`config.mk`:
```
export PLATFORM = sky130hd
export DESIGN_NAME = delay_task_scheduler
export DESIGN_NICKNAME = d
export VERILOG_FILES = /design/src/design/dts_pkg.sv /design/src/design/dts_ram.sv /design/src/design/delay_task_scheduler.sv
export SDC_FILE = /design/constraint.sdc
export NUM_CORES = 1
export LEC_CHECK = 0
export ABC_AREA = 1
export BUFFER_PORTS_ARGS = -buffer_cell sky130_fd_sc_hd__buf_2
export CORE_MARGIN = 5
export CORE_UTILIZATION = 30
export DETAILED_ROUTE_END_ITERATION = 8
export GPL_ROUTABILITY_DRIVEN = 1
export HOLD_SLACK_MARGIN = 0.05
export PLACE_DENSITY = 0.42
export SLEW_MARGIN = 20
export SYNTH_ARGS = -nofsm -noshare
export SYNTH_HDL_FRONTEND = slang
export SYNTH_SLANG_ARGS = --single-unit
```
`constraint.sdc`:
```
create_clock -name clk -period 5.1 [get_ports clk]
set_input_delay 0.765 -clock clk [delete_from_list [all_inputs] [get_ports clk]]
set_output_delay 0.765 -clock clk [all_outputs]
set_load 0.01 [all_outputs]
```
`src/design/dts_pkg.sv`:
```
// Package with types and constants of the delay task scheduler.
package dts_pkg;

	localparam int TASK_COUNT_DEF = 8;
	localparam logic [31:0] FRAME_BYTES = 32'd64;

	typedef enum logic [1:0] {
		CMD_LOAD   = 2'd0,
		CMD_WAIT   = 2'd1,
		CMD_SWITCH = 2'd2,
		CMD_START  = 2'd3
	} cmd_t;

	typedef enum logic [1:0] {
		ST_IDLE,
		ST_SCAN,
		ST_FETCH,
		ST_DONE
	} state_t;

	typedef struct packed {
		logic [1:0]  command;
		logic [31:0] now_tick;
		logic [31:0] delay_ms;
		logic [31:0] stack_value;
		logic [2:0]  load_index;
	} in_item_t;

	typedef struct packed {
		logic [31:0] next_stack;
		logic [2:0]  next_index;
	} out_item_t;

endpackage

```
`src/design/dts_ram.sv`:
```
// Simple dual-port RAM, one write port and one registered read port.
module dts_ram #(
	parameter int DEPTH = dts_pkg::TASK_COUNT_DEF,
	parameter int WIDTH = 32
) (
	input  logic                                     clk,
	input  logic                                     we,
	input  logic [((DEPTH > 1) ? $clog2(DEPTH) : 1)-1:0] waddr,
	input  logic [WIDTH-1:0]                         wdata,
	input  logic                                     re,
	input  logic [((DEPTH > 1) ? $clog2(DEPTH) : 1)-1:0] raddr,
	output logic [WIDTH-1:0]                         rdata
);
	import dts_pkg::*;

	logic [WIDTH-1:0] mem [DEPTH];

	always_ff @(posedge clk) begin
		if (we) begin
			mem[waddr] <= wdata;
		end
	end

	always_ff @(posedge clk) begin
		if (re) begin
			rdata <= mem[raddr];
		end
	end

endmodule

```
`src/design/delay_task_scheduler.sv`:
```
// Top level of the delay task scheduler.
//
//  channel  direction  handshake              payload
//  in       input      in_valid / in_ready    in_item  (dts_pkg::in_item_t)
//  out      output     out_valid / out_ready  out_item (dts_pkg::out_item_t)
//
// Load and wait: accept, then DONE, then the result goes to the output register.
// Switch and start: accept, then SCAN reads the wake-tick RAM (one registered
// read port) once for each task below the idle task, then FETCH reads the stack
// RAM, then DONE loads the result into the output register.
// Reset marks every task ready with a zero wake tick and makes task 0 current.
// A result waits in the output register while the next item is accepted.
module delay_task_scheduler #(
	parameter int TASK_COUNT = dts_pkg::TASK_COUNT_DEF
) (
	input  logic                clk,
	input  logic                arst_n,
	input  logic                in_valid,
	output logic                in_ready,
	input  dts_pkg::in_item_t   in_item,
	output logic                out_valid,
	input  logic                out_ready,
	output dts_pkg::out_item_t  out_item
);
	import dts_pkg::*;

	localparam int IDX_W = (TASK_COUNT > 1) ? $clog2(TASK_COUNT) : 1;
	localparam logic [IDX_W-1:0] IDLE_IDX = IDX_W'(TASK_COUNT - 1);

	state_t                  state_q;
	state_t                  state_d;
	cmd_t                    in_cmd;
	cmd_t                    cmd_q;
	logic [31:0]             now_q;
	logic [IDX_W-1:0]        idx_q;
	logic [IDX_W-1:0]        idx_s1;
	logic                    chk_s1;
	logic                    hit_q;
	logic [IDX_W-1:0]        pick_q;
	logic [IDX_W-1:0]        cur_q;
	logic [TASK_COUNT-1:0]   ready_q;
	logic [TASK_COUNT-1:0]   wake_vld_q;
	out_item_t               res_q;
	out_item_t               out_q;
	logic                    out_valid_q;

	logic                    accept;
	logic                    scan_issue;
	logic                    scan_end;
	logic                    out_load;
	logic [2:0]              cur_idx3;
	logic [31:0]             slot_ext;
	logic                    slot_ok;
	logic                    wake_we;
	logic [31:0]             wake_wdata;
	logic [31:0]             wake_rdata;
	logic [31:0]             wake_val;
	logic                    now_ready;
	logic                    stk_we;
	logic [IDX_W-1:0]        stk_waddr;
	logic [31:0]             stk_wdata;
	logic [31:0]             stk_rdata;

	assign in_cmd   = cmd_t'(in_item.command);
	assign accept   = in_valid & in_ready;
	assign cur_idx3 = 3'(32'(cur_q));
	assign slot_ext = 32'(in_item.load_index);
	assign slot_ok  = slot_ext < 32'(TASK_COUNT);

	assign wake_we    = accept && (in_cmd == CMD_WAIT);
	assign wake_wdata = in_item.now_tick + {in_item.delay_ms[30:0], 1'b0};

	assign stk_we    = accept && ((in_cmd == CMD_LOAD && slot_ok) || in_cmd == CMD_SWITCH);
	assign stk_waddr = (in_cmd == CMD_LOAD) ? slot_ext[IDX_W-1:0] : cur_q;
	assign stk_wdata = (in_cmd == CMD_LOAD) ? in_item.stack_value - FRAME_BYTES
	                                        : in_item.stack_value;

	assign wake_val  = wake_vld_q[idx_s1] ? wake_rdata : 32'd0;
	assign now_ready = (cmd_q == CMD_SWITCH) ? (now_q >= wake_val) : ready_q[idx_s1];

	dts_ram #(.DEPTH(TASK_COUNT), .WIDTH(32)) u_wake_ram (
		.clk   (clk),
		.we    (wake_we),
		.waddr (cur_q),
		.wdata (wake_wdata),
		.re    (scan_issue),
		.raddr (idx_q),
		.rdata (wake_rdata)
	);

	dts_ram #(.DEPTH(TASK_COUNT), .WIDTH(32)) u_stack_ram (
		.clk   (clk),
		.we    (stk_we),
		.waddr (stk_waddr),
		.wdata (stk_wdata),
		.re    (scan_end),
		.raddr (pick_q),
		.rdata (stk_rdata)
	);

	always_comb begin
		in_ready   = (state_q == ST_IDLE);
		scan_issue = (state_q == ST_SCAN) && (idx_q != IDLE_IDX);
		scan_end   = (state_q == ST_SCAN) && (idx_q == IDLE_IDX) && !chk_s1;
		out_load   = (state_q == ST_DONE) && (!out_valid_q || out_ready);
	end

	always_comb begin
		state_d = state_q;
		unique case (state_q)
			ST_IDLE: begin
				if (accept) begin
					if (in_cmd == CMD_LOAD || in_cmd == CMD_WAIT) begin
						state_d = ST_DONE;
					end else begin
						state_d = ST_SCAN;
					end
				end
			end
			ST_SCAN: begin
				if (scan_end) begin
					state_d = ST_FETCH;
				end
			end
			ST_FETCH: begin
				state_d = ST_DONE;
			end
			ST_DONE: begin
				if (out_load) begin
					state_d = ST_IDLE;
				end
			end
			default: begin
				state_d = ST_IDLE;
			end
		endcase
	end

	always_ff @(posedge clk or negedge arst_n) begin
		if (!arst_n) begin
			state_q     <= ST_IDLE;
			cmd_q       <= CMD_LOAD;
			idx_q       <= '0;
			idx_s1      <= '0;
			chk_s1      <= 1'b0;
			hit_q       <= 1'b0;
			pick_q      <= IDLE_IDX;
			cur_q       <= '0;
			ready_q     <= '1;
			wake_vld_q  <= '0;
			out_valid_q <= 1'b0;
		end else begin
			state_q <= state_d;
			chk_s1  <= scan_issue;
			idx_s1  <= idx_q;
			if (accept) begin
				cmd_q  <= in_cmd;
				idx_q  <= '0;
				hit_q  <= 1'b0;
				pick_q <= IDLE_IDX;
				if (in_cmd == CMD_WAIT) begin
					wake_vld_q[cur_q] <= 1'b1;
				end
			end
			if (scan_issue) begin
				idx_q <= idx_q + IDX_W'(1);
			end
			if (chk_s1) begin
				if (cmd_q == CMD_SWITCH) begin
					ready_q[idx_s1] <= now_ready;
					if (now_ready) begin
						wake_vld_q[idx_s1] <= 1'b0;
					end
				end
				if (now_ready && !hit_q) begin
					hit_q  <= 1'b1;
					pick_q <= idx_s1;
				end
			end
			if (scan_end) begin
				cur_q <= pick_q;
			end
			if (out_load) begin
				out_valid_q <= 1'b1;
			end else if (out_ready) begin
				out_valid_q <= 1'b0;
			end
		end
	end

	always_ff @(posedge clk) begin
		if (accept) begin
			now_q <= in_item.now_tick;
			res_q <= '{next_stack: 32'd0, next_index: cur_idx3};
		end
		if (state_q == ST_FETCH) begin
			res_q <= '{next_stack: stk_rdata, next_index: cur_idx3};
		end
		if (out_load) begin
			out_q <= res_q;
		end
	end

	assign out_valid = out_valid_q;
	assign out_item  = out_q;

	a_short_cmd: assert property (@(posedge clk) disable iff (!arst_n)
		accept && (in_cmd == CMD_LOAD || in_cmd == CMD_WAIT) |=> state_q == ST_DONE)
		else $error("load or wait did not go straight to result");

	a_idle_ready: assert property (@(posedge clk) disable iff (!arst_n)
		ready_q[TASK_COUNT-1])
		else $error("idle task lost its ready flag");

	a_cur_range: assert property (@(posedge clk) disable iff (!arst_n)
		32'(cur_q) < 32'(TASK_COUNT))
		else $error("current task out of range");

	a_pick_idle: assert property (@(posedge clk) disable iff (!arst_n)
		scan_end && !hit_q |-> pick_q == IDLE_IDX)
		else $error("no ready task but idle task not picked");

endmodule
```
==> results.yml, run 1 <==
outcome:
  status: "completed"
routing:
  detail_route.first_pass.iterations: 5
  avgViaCountPerCell: 4.80
  wl_met1_um: 40400
  route.vias.total: 19200
  route.detailed.drc: 0
  dr_wl_met3_um: 3470
  drt-total-wl_um: 82600
  wl_met2_um: 37000
  final_antenna_net_count: 0
  dr.first_iter.drc_count: 1193
  routedWlPerCell_um: 20.7
  top_signal_layer_used: "met4"
setup_path:
  crit_required_ps: 5660
  crit_path_end_kind: "register"
  type_of_the_worst_setup_path: "reg2reg"
  critPathMaxFanout: 24
  worst_setup_path_start_kind: "register"
  crit_arrival_ps: 4650
place:
  port-buffer-count: 140
  placed_cell_area_um2: 32200
  pre_cts_ws_ps: 973
  routabilityCongestion: 0.830
  dp.cells: 3845
  post-dp-hpwl_um: 48900
sta:
  tns_ps: 0
  fin_worst_skew_ps: 19.6
  max_freq_ghz: 0.244
  finalHoldWorstSlack_ps: 238
  setup_repair_after_global_routing_missed_its_margin: "false"
  timing.slew.headroom_pct: 28.6
  final_critical_path_setup_slack_ps: 1010
  min_period_over_period_pct: 80.3
  final-setup-viol-count: 0
  final-hold-violation-count: 0
  layout_min_cycle_time_ps: 4090
  tightestPinTransition_ps: 1070
  total_count_of_max_transition_violations_in_the_final_report: 0
die:
  total_die_area_um2: 106000
  design.core.area_um2: 98600
  die_h_um: 326
  initial_core_util_pct: 30.3
  die_span_in_x_um: 326
  rows: 115
  io-pin-count: 142
clock_tree:
  worst_skew_pair.late_latency_ps: 640
  clk_root_buffer_cell: "sky130_fd_sc_hd__clkbuf_16"
  clock_tree_from_tritoncts: "built"
  post_cts_hold_buffer_count: 0
  cts_htree_levels: 3
  clock-sinks: 713
  cts_setup_buffers: 0
  numCtsBuffers: 82
  post_cts_resize_count: 0
  clock_tree.buffer_depth: 3
  path_clk_slew_ps: 60
global_routing:
  grt_start_max_net_pins: 121
  grt_pass1_vias: 19500
  grt_antenna_before_repair: 3
  grt_remaining_overflow: 0
  grt.total_usage_pct: 15.2
  grt_pass1_wl_um: 123000
logic_synthesis:
  synthFlopType: "sky130_fd_sc_hd__edfxtp_1"
  yosysWarningCount: 0
  synth_seq_cells: 713
  synth_edf_count: 678
  synth.top_cell.area_share_pct: 68.2
  ys_seq_area_share_pct: 71.1
  synth_top_area_cell: "sky130_fd_sc_hd__edfxtp_1"
  synth.distinct_cells: 42
  post_synth_inst_count: 2490
  syn-mean-instance-area_um2: 12.0
  mappedNetlistArea_um2: 29900
  synthTopCellsByArea: "sky130_fd_sc_hd__edfxtp_1 68%, sky130_fd_sc_hd__nor2_1 6.8%, sky130_fd_sc_hd__o21ai_0 4.9%"
  syn-num-nets: 2665
  postSynth.asyncResetShare_pct: 4.91
power_and_ir_drop:
  post-layout-total-power_mw: 17.8
  power.static_leakage_nw: 12.3
  pwr_density_cell_nw_per_um2: 513
  vdd.ir_drop.worst_mv: 0.327
final_layout:
  final_cells: 3998
  nFillCells: 9579
  area.growth.synth_to_final_pct: 16.3
  finish.instance_area_um2: 34700
  final_design_utilization_pct: 35.2
  final_layout_size_suffix_gt1_share_pct: 12.7
  layout.nets: 2817
job:
  cap_viol_max_count: 0
worst_hold_path:
  class_of_the_most_critical_hold_timing_path: "in2async"
==> registers in the layout, indices dropped and copies added (netlist names), 8 cells and up <==
signal,count
u_stack_ram.mem,256
u_wake_ram.mem,256
out_item,35
res_q,35
now_q,32
u_stack_ram.rdata,32
u_wake_ram.rdata,32
ready_q,8
wake_vld_q,8
==> kinds of logic after synthesis <==
logic type	count (synthesis)	share of synthesized area, %
xor+xnor	44	1.29
buf+inv	267	3.43
flops	713	71.1
simple gates	875	11.7
fa+ha+maj	70	2.96
compound gates	521	9.50
==> layer usage <==
metal | global-route usage, % | up-vias
met5 | 0 | -
met4 | 3.97 | 0
met3 | 2.42 | 112
met2 | 23.9 | 415
met1 | 22.2 | 9544
li1 | - | 9138
==> path summary, 6_finish.rpt <==
kind / to / from / slack (ps) / cells past startpoint
worst max-delay path: pick_q[2] / idx_s1[0] / 1010 / 17
worst min-delay path: out_valid / arst_n / 240 / 1
worst max register to register: pick_q[2] / idx_s1[0] / 1010 / 17
worst min register to register: out_item[26] / res_q[26] / 420 / 0
max in group asynchronous: idx_q[0] / arst_n / 4240 / 1
min in group clk: now_q[10] / in_item[77] / 330 / 1
==> cells in the final DEF (no fill, tap or decap), types with 12 or more instances in the layout <==
cell                          n
sky130_fd_sc_hd__nor2_1     527
sky130_fd_sc_hd__edfxtp_1   678
sky130_fd_sc_hd__nand4_1     12
sky130_fd_sc_hd__xor2_1      26
sky130_fd_sc_hd__o21ai_0    295
sky130_fd_sc_hd__nor2_4      20
sky130_fd_sc_hd__buf_2      140
sky130_fd_sc_hd__nand3_1     42
sky130_fd_sc_hd__a31oi_1     66
sky130_fd_sc_hd__buf_4       35
sky130_fd_sc_hd__xnor2_1     18
sky130_fd_sc_hd__nand2_1    241
sky130_fd_sc_hd__a21oi_1     58
sky130_fd_sc_hd__clkinv_1    12
sky130_fd_sc_hd__ha_1        68
sky130_fd_sc_hd__nor3_1      12
sky130_fd_sc_hd__clkbuf_16   84
sky130_fd_sc_hd__clkbuf_1    29
sky130_fd_sc_hd__clkinv_2    14
sky130_fd_sc_hd__dfrtp_1     22
sky130_fd_sc_hd__o22ai_1     68
sky130_fd_sc_hd__inv_1      149
==> Yosys cell counts, drive strengths merged, types with 18 or more instances <==
| cell | instances |
|---|---|
| a21oi | 59 |
| o21ai | 305 |
| buf | 26 |
| clkbuf | 82 |
| inv | 159 |
| nor2 | 550 |
| nand3 | 44 |
| nand2 | 241 |
| a31oi | 66 |
| dfrtp | 24 |
| o22ai | 68 |
| ha | 69 |
| xnor2 | 18 |
| xor2 | 26 |
| edfxtp | 678 |
==> power breakdown <==
part / switching, mW / internal [mW]
clock: 2.34 / 3.25
sequential: 0.425 / 7.46
combinational: 3.08 / 1.27
==> layout make-up <==
type                    instances  area (µm²)  area share, %
clock inverters                37         329          0.947
repair buffers                176         983           2.83
inverters                     159         601           1.73
flip-flops and latches        713       21300           61.2
clock buffers                 113        2210           6.36
diodes                          3        7.51         0.0216
multi-input cells            1510        7740           22.3
well taps                    1287        1610           4.63
==> critical path, cell delays in order (launching register included) <==
cell and delay (ps):
sky130_fd_sc_hd__dfrtp_1 520, sky130_fd_sc_hd__inv_1 270, sky130_fd_sc_hd__nand2_1 120, sky130_fd_sc_hd__o22ai_1 170
sky130_fd_sc_hd__a21oi_1 90, sky130_fd_sc_hd__nand2_1 390, sky130_fd_sc_hd__buf_4 400, sky130_fd_sc_hd__nand2_1 120
sky130_fd_sc_hd__ha_1 330, sky130_fd_sc_hd__nand2_1 70, sky130_fd_sc_hd__nor4_1 250, sky130_fd_sc_hd__nand2_1 80
sky130_fd_sc_hd__nand2_1 200, sky130_fd_sc_hd__nand2_1 80, sky130_fd_sc_hd__nand2_1 470, sky130_fd_sc_hd__nand3_1 240
sky130_fd_sc_hd__nand2_1 130, sky130_fd_sc_hd__nand2_1 50
Power figures use the tool's default switching activity.
==> run 2: changes to the inputs <==
==> constraint.sdc (replaced) <==
create_clock -name clk -period 4.13 [get_ports clk]
set_input_delay 0.6195 -clock clk [delete_from_list [all_inputs] [get_ports clk]]
set_output_delay 0.6195 -clock clk [all_outputs]
set_load 0.01 [all_outputs]
==> run 2 against run 1 <==
Sequential share of layout area fell by 0.17 points. Die area did not move. Clock-buffer cell count fell by 12. Sequential power rose by 23%. Register-to-register slack got worse by 600 ps. Hold slack got worse by 130 ps. Critical path depth rose by 4. Total power rose by 24%. Critical path type unchanged.
==> results.yml, run 2 (same netlist as run 1, synthesis figures left out) <==
outcome:
  status: "completed"
routing:
  avgViaCountPerCell: 4.86
  wl_met2_um: 37100
  top_signal_layer_used: "met4"
  drt-total-wl_um: 83300
  routedWlPerCell_um: 20.8
  final_antenna_net_count: 0
  dr_wl_met3_um: 3810
  route.detailed.drc: 0
  detail_route.first_pass.iterations: 5
  wl_met1_um: 40600
  dr.first_iter.drc_count: 1341
  route.vias.total: 19500
clock_tree:
  clock-sinks: 713
  path_clk_slew_ps: 60
  cts_htree_levels: 3
  clock_tree_from_tritoncts: "built"
  post_cts_hold_buffer_count: 0
  numCtsBuffers: 83
  worst_skew_pair.late_latency_ps: 640
  clk_root_buffer_cell: "sky130_fd_sc_hd__clkbuf_16"
  clock_tree.buffer_depth: 3
setup_path:
  path_cells: "or2_1 > o22ai_1 > nand2_1 > nand2_1 > inv_1 > nand2_1 > buf_6 > nand2_1 > ha_1 > nand2_1 > nor2_1 > nand4_1 > nand3_1 > nand2_1 > nand2_1 > nand2_1 > nand2_1 > buf_4 > nand3_1 > nand2_1 > nand2_1"
  worst_r2r_path_depth: 21
  crit_path_end_kind: "register"
  reg2reg_setup_slack_ps: 410
  crit_required_ps: 4700
  crit_arrival_ps: 4290
  type_of_the_worst_setup_path: "reg2reg"
  cp_common_cell: "sky130_fd_sc_hd__nand2_1"
  timing.rr.start: "idx_s1[1]"
  slowest_stage: "sky130_fd_sc_hd__dfrtp_1"
  critPathMaxFanout: 31
  worst_setup_path_start_kind: "register"
  crit_path_max_incr_delay_ps: 460
  worst_r2r_endpoint: "pick_q[1]"
  startpoint: "idx_s1[1]"
global_routing:
  grt_pass1_vias: 19800
  grt.total_usage_pct: 15.3
  grt_remaining_overflow: 0
  grt_pass1_wl_um: 124000
  grt_antenna_before_repair: 1
  grt_start_max_net_pins: 77
sta:
  tightestPinTransition_ps: 1060
  final-hold-violation-count: 0
  final-setup-viol-count: 0
  fin_worst_skew_ps: 26.3
  layout_min_cycle_time_ps: 3720
  final_critical_path_setup_slack_ps: 407
  min_period_over_period_pct: 90.2
  tns_ps: 0
  total_count_of_max_transition_violations_in_the_final_report: 0
  setup_repair_after_global_routing_missed_its_margin: "false"
  max_freq_ghz: 0.269
  finalHoldWorstSlack_ps: 106
  timing.slew.headroom_pct: 28.9
final_layout:
  most_frequent_standard_cell_in_the_layout_excluding_fill_and_tap_cells: "sky130_fd_sc_hd__edfxtp_1"
  layout_common_cells: "678 x sky130_fd_sc_hd__edfxtp_1, 527 x sky130_fd_sc_hd__nor2_1, 295 x sky130_fd_sc_hd__o21ai_0, 241 x sky130_fd_sc_hd__nand2_1, 148 x sky130_fd_sc_hd__inv_1"
  area.growth.synth_to_final_pct: 16.6
  layout.nets: 2827
  final_cells: 4007
  final_layout_size_suffix_gt1_share_pct: 13.2
  top_regs: "u_stack_ram.mem: 256 flops, u_wake_ram.mem: 256 flops"
worst_hold_path:
  class_of_the_most_critical_hold_timing_path: "in2async"
die:
  die_span_in_x_um: 326
  die_h_um: 326
  rows: 115
  io-pin-count: 142
  total_die_area_um2: 106000
  design.core.area_um2: 98600
  initial_core_util_pct: 30.3
power_and_ir_drop:
  pwr_density_cell_nw_per_um2: 632
  vdd.ir_drop.worst_mv: 0.456
  power.static_leakage_nw: 12.4
place:
  dp.cells: 3854
  post-dp-hpwl_um: 49400
  pre_cts_ws_ps: 286
  port-buffer-count: 140
  routabilityCongestion: 0.840
job:
  cap_viol_max_count: 0
## run 2: worst max-delay path by stage
stage / cells after the start / slack (ps) / end
global placement: 20 / 300 / pick_q[2]
floorplan: 6 / 1000 / u_stack_ram.mem[6][0]
global route: 20 / 70 / pick_q[1]
CTS: 20 / 270 / pick_q[1]
finish: 21 / 410 / pick_q[1]
detailed placement: 20 / 290 / pick_q[1]
## run 2: critical path: cells and delay by family, from the launching register on
kind                     cells  cell delay (ps)
AND/OR/NAND/NOR             16             2140
AO/OA/AOI/OAI                1              130
flip-flops                   1              460
adder cells (fa/ha/maj)      1              310
buffers and inverters        3              620
## run 2: per-layer routing
layer	vias to the layer above	GRT usage, %
met3	123	2.65
met1	9685	22.1
li1	9175	-
met4	0	4.26
met5	-	0
met2	484	24.0
## run 2: power breakdown
part           switching [mW]  total (mW)  internal, mW
clock network            2.98        6.82          3.84
registers               0.458        9.66          9.20
logic                    3.91        5.53          1.61
## run 2: stage by stage
stage / cell area [µm²] / total power [mW] / util, %
after global placement: 32300 / 15.3 / 32.8
final: 34800 / 22.0 / 35.3
after CTS: 34800 / 22.3 / 35.3
after detailed placement: 32300 / 15.4 / 32.8
after floorplan: 29900 / 13.2 / -
after global routing: 34800 / 23.3 / 35.3
## run 2: final cells by class
| cell class | count | area [µm²] |
|---|---|---|
| multi-input cells | 1510 | 7740 |
| clock inverters | 51 | 340 |
| diodes | 1 | 2.50 |
| clock buffers | 101 | 2180 |
| flip-flops and latches | 713 | 21300 |
| inverters | 159 | 601 |
| fillers | 9613 | 63700 |
| well taps | 1287 | 1610 |
| repair buffers | 185 | 1100 |
## run 2: what timing repair did
item / CTS / global route
endpoints found under the setup margin: 0 / 20
setup buffers: 0 / 0
gates resized for setup: 0 / 2
==> run 3: changes to the inputs <==
--- a/config.mk
+++ b/config.mk
@@ -11,6 +11,7 @@
 export CORE_UTILIZATION = 30
 export DETAILED_ROUTE_END_ITERATION = 8
 export GPL_ROUTABILITY_DRIVEN = 1
+export GPL_TIMING_DRIVEN = 0
 export HOLD_SLACK_MARGIN = 0.05
 export PLACE_DENSITY = 0.42
 export SLEW_MARGIN = 20
==> run 3 against run 2 <==
First-iteration DRC count rose by 12%. Hold slack worse by 5.8 ps. Maximum frequency decreased by 1.0%. Flip-flop and latch count unchanged. Worst setup slack got worse by 38 ps.
==> results.yml, run 3 (same netlist as run 1, synthesis figures left out) <==
outcome:
  status: "completed"
setup_path:
  worst_r2r_endpoint: "wake_vld_q[3]"
  reg2reg_setup_slack_ps: 370
  type_of_the_worst_setup_path: "reg2reg"
  startpoint: "idx_s1[2]"
  timing.critical_path.to: "wake_vld_q[3]"
  crit_path_end_kind: "register"
  critPathMaxFanout: 10
  crit_required_ps: 4660
  timing.rr.start: "idx_s1[2]"
  worst_setup_path_start_kind: "register"
  crit_arrival_ps: 4290
  worst_r2r_path_depth: 22
routing:
  dr.first_iter.drc_count: 1500
  route.detailed.drc: 0
  route.vias.total: 19900
  routedWlPerCell_um: 21.8
  avgViaCountPerCell: 4.86
  detail_route.first_pass.iterations: 5
  final_antenna_net_count: 0
  drt-total-wl_um: 89100
power_and_ir_drop:
  post-layout-total-power_mw: 23.1
  p_switching_mw: 7.91
  part_of_the_total_power_dissipated_in_combinational_logic_pct: 27.9
  vdd.ir_drop.worst_mv: 0.309
  clkPwrFrac_pct: 31.2
  seq_power_share_pct: 40.9
  cellInternalPower_mw: 15.2
  pwr_density_cell_nw_per_um2: 649
  netSwitchingFraction_pct: 34.2
  power.static_leakage_nw: 12.6
place:
  port-buffer-count: 140
  post-dp-hpwl_um: 63800
  dp.cells: 3943
  routabilityCongestion: 0.826
  pre_cts_ws_ps: -165
  placed_cell_area_um2: 33000
global_routing:
  grt.total_usage_pct: 16.4
  grt_remaining_overflow: 0
  grt_pass1_wl_um: 131000
  grt_start_max_net_pins: 36
  grt_pass1_vias: 19800
  grt_antenna_before_repair: 3
final_layout:
  most_frequent_standard_cell_in_the_layout_excluding_fill_and_tap_cells: "sky130_fd_sc_hd__edfxtp_1"
  finish.instance_area_um2: 35700
  num_antenna_cells: 0
  layout_common_cells: "678 x sky130_fd_sc_hd__edfxtp_1, 527 x sky130_fd_sc_hd__nor2_1, 293 x sky130_fd_sc_hd__o21ai_0, 239 x sky130_fd_sc_hd__nand2_1, 153 x sky130_fd_sc_hd__buf_2"
  final_layout_size_suffix_gt1_share_pct: 12.4
  final_cells: 4091
  top_regs: "u_stack_ram.mem: 256 flops, u_wake_ram.mem: 256 flops"
  area.growth.synth_to_final_pct: 19.4
  nFillCells: 9598
  layout.nets: 2916
die:
  total_die_area_um2: 106000
  rows: 115
  io-pin-count: 142
  design.core.area_um2: 98600
  initial_core_util_pct: 30.3
  die_span_in_x_um: 326
  die_h_um: 326
clock_tree:
  post_cts_hold_buffer_count: 0
  clock_tree.buffer_depth: 3
  path_clk_slew_ps: 50
  numCtsBuffers: 83
  clk_root_buffer_cell: "sky130_fd_sc_hd__clkbuf_16"
  cts_htree_levels: 3
  worst_skew_pair.late_latency_ps: 640
  clock_tree_from_tritoncts: "built"
  clock-sinks: 713
sta:
  setup_repair_after_global_routing_missed_its_margin: "false"
  max_freq_ghz: 0.266
  fin_worst_skew_ps: 24.7
  final-setup-viol-count: 0
  final-hold-violation-count: 0
  min_period_over_period_pct: 91.1
  timing.slew.headroom_pct: 27.1
  final_critical_path_setup_slack_ps: 369
  layout_min_cycle_time_ps: 3760
  tightestPinTransition_ps: 1090
  total_count_of_max_transition_violations_in_the_final_report: 0
job:
  cap_viol_max_count: 0
worst_hold_path:
  class_of_the_most_critical_hold_timing_path: "in2async"
run 3: changes by cell type in the layout (fill, tap and decap cells not counted), moves of 5 or more:
cell,change
sky130_fd_sc_hd__buf_16,+16
sky130_fd_sc_hd__buf_12,+5
sky130_fd_sc_hd__buf_1,+9
sky130_fd_sc_hd__bufinv_16,+7
sky130_fd_sc_hd__buf_4,-38
sky130_fd_sc_hd__clkbuf_1,+89
sky130_fd_sc_hd__buf_2,+13
sky130_fd_sc_hd__clkinv_2,-11
sky130_fd_sc_hd__clkinv_1,-7
run 3: per-layer routing:
layer / wire length [µm] / GRT usage (%)
met3: 6140 / 3.67
met2: 38800 / 24.9
met5: 0 / 0
met1: 42400 / 24.0
met4: 1750 / 4.03
run 3: final cells by class:
cell class | instances | area (µm²) | area share, %
Buffer | 108 | 444 | 1.25
Clock inverter | 41 | 474 | 1.33
Multi-Input combinational cell | 1510 | 7750 | 21.7
Tap cell | 1287 | 1610 | 4.52
Sequential cell | 713 | 21200 | 59.6
Inverter | 159 | 597 | 1.67
Timing Repair Buffer | 166 | 1340 | 3.76
Clock buffer | 107 | 2190 | 6.14
run 3: worst min-delay path by stage:
stage	startpoint	to	slack, ps
6_report	arst_n	idx_q[1]	100
5_1_grt	in_item[86]	now_q[19]	130
4_1_cts	arst_n	chk_s1	90
3_5_place_dp	res_q[26]	out_item[26]	400
3_3_place_gp	res_q[32]	out_item[32]	400
2_1_floorplan	arst_n	chk_s1	320
run 3: power groups by stage:
stage / clock network, mW / logic [mW] / registers, mW
5_1_grt: 7.72 / 7.21 / 9.54
3_5_place_dp: 0 / 6.53 / 9.62
2_1_floorplan: 0 / 3.64 / 9.59
4_1_cts: 7.42 / 6.58 / 9.48
3_3_place_gp: 0 / 6.28 / 9.65
6_report: 7.22 / 6.45 / 9.47
run 3: what timing repair did:
action	CTS	global route
gates resized for setup	6	3
buffers inserted	0	0
setup endpoints to repair	17	17
run 3: critical path: stages (launching register included):
cell and delay (ps):
sky130_fd_sc_hd__dfrtp_1 430, sky130_fd_sc_hd__inv_1 70, sky130_fd_sc_hd__or2_1 280, sky130_fd_sc_hd__o22ai_1 140, sky130_fd_sc_hd__nand2_1 70, sky130_fd_sc_hd__nand2_1 100, sky130_fd_sc_hd__inv_1 100, sky130_fd_sc_hd__nand2_2 210
sky130_fd_sc_hd__buf_6 240, sky130_fd_sc_hd__nand2_1 80, sky130_fd_sc_hd__ha_1 310, sky130_fd_sc_hd__nand2_1 90, sky130_fd_sc_hd__nor2_1 170, sky130_fd_sc_hd__nand4_1 140, sky130_fd_sc_hd__nand3_2 180, sky130_fd_sc_hd__nand2_1 70
sky130_fd_sc_hd__nand2_1 200, sky130_fd_sc_hd__nand2_1 100, sky130_fd_sc_hd__nand2_2 180, sky130_fd_sc_hd__clkbuf_4 250, sky130_fd_sc_hd__nand3_1 110, sky130_fd_sc_hd__nand2_1 80, sky130_fd_sc_hd__inv_1 40
run 3: per-stage QoR:
stage	util, %	hold WS, ps	TNS [ps]
after floorplan	-	324	0
after global placement	32.7	402	-422170
after detailed placement	33.4	405	-2050
after global routing	36.2	135	0
after CTS	36.2	88.8	0
final	36.2	101	0
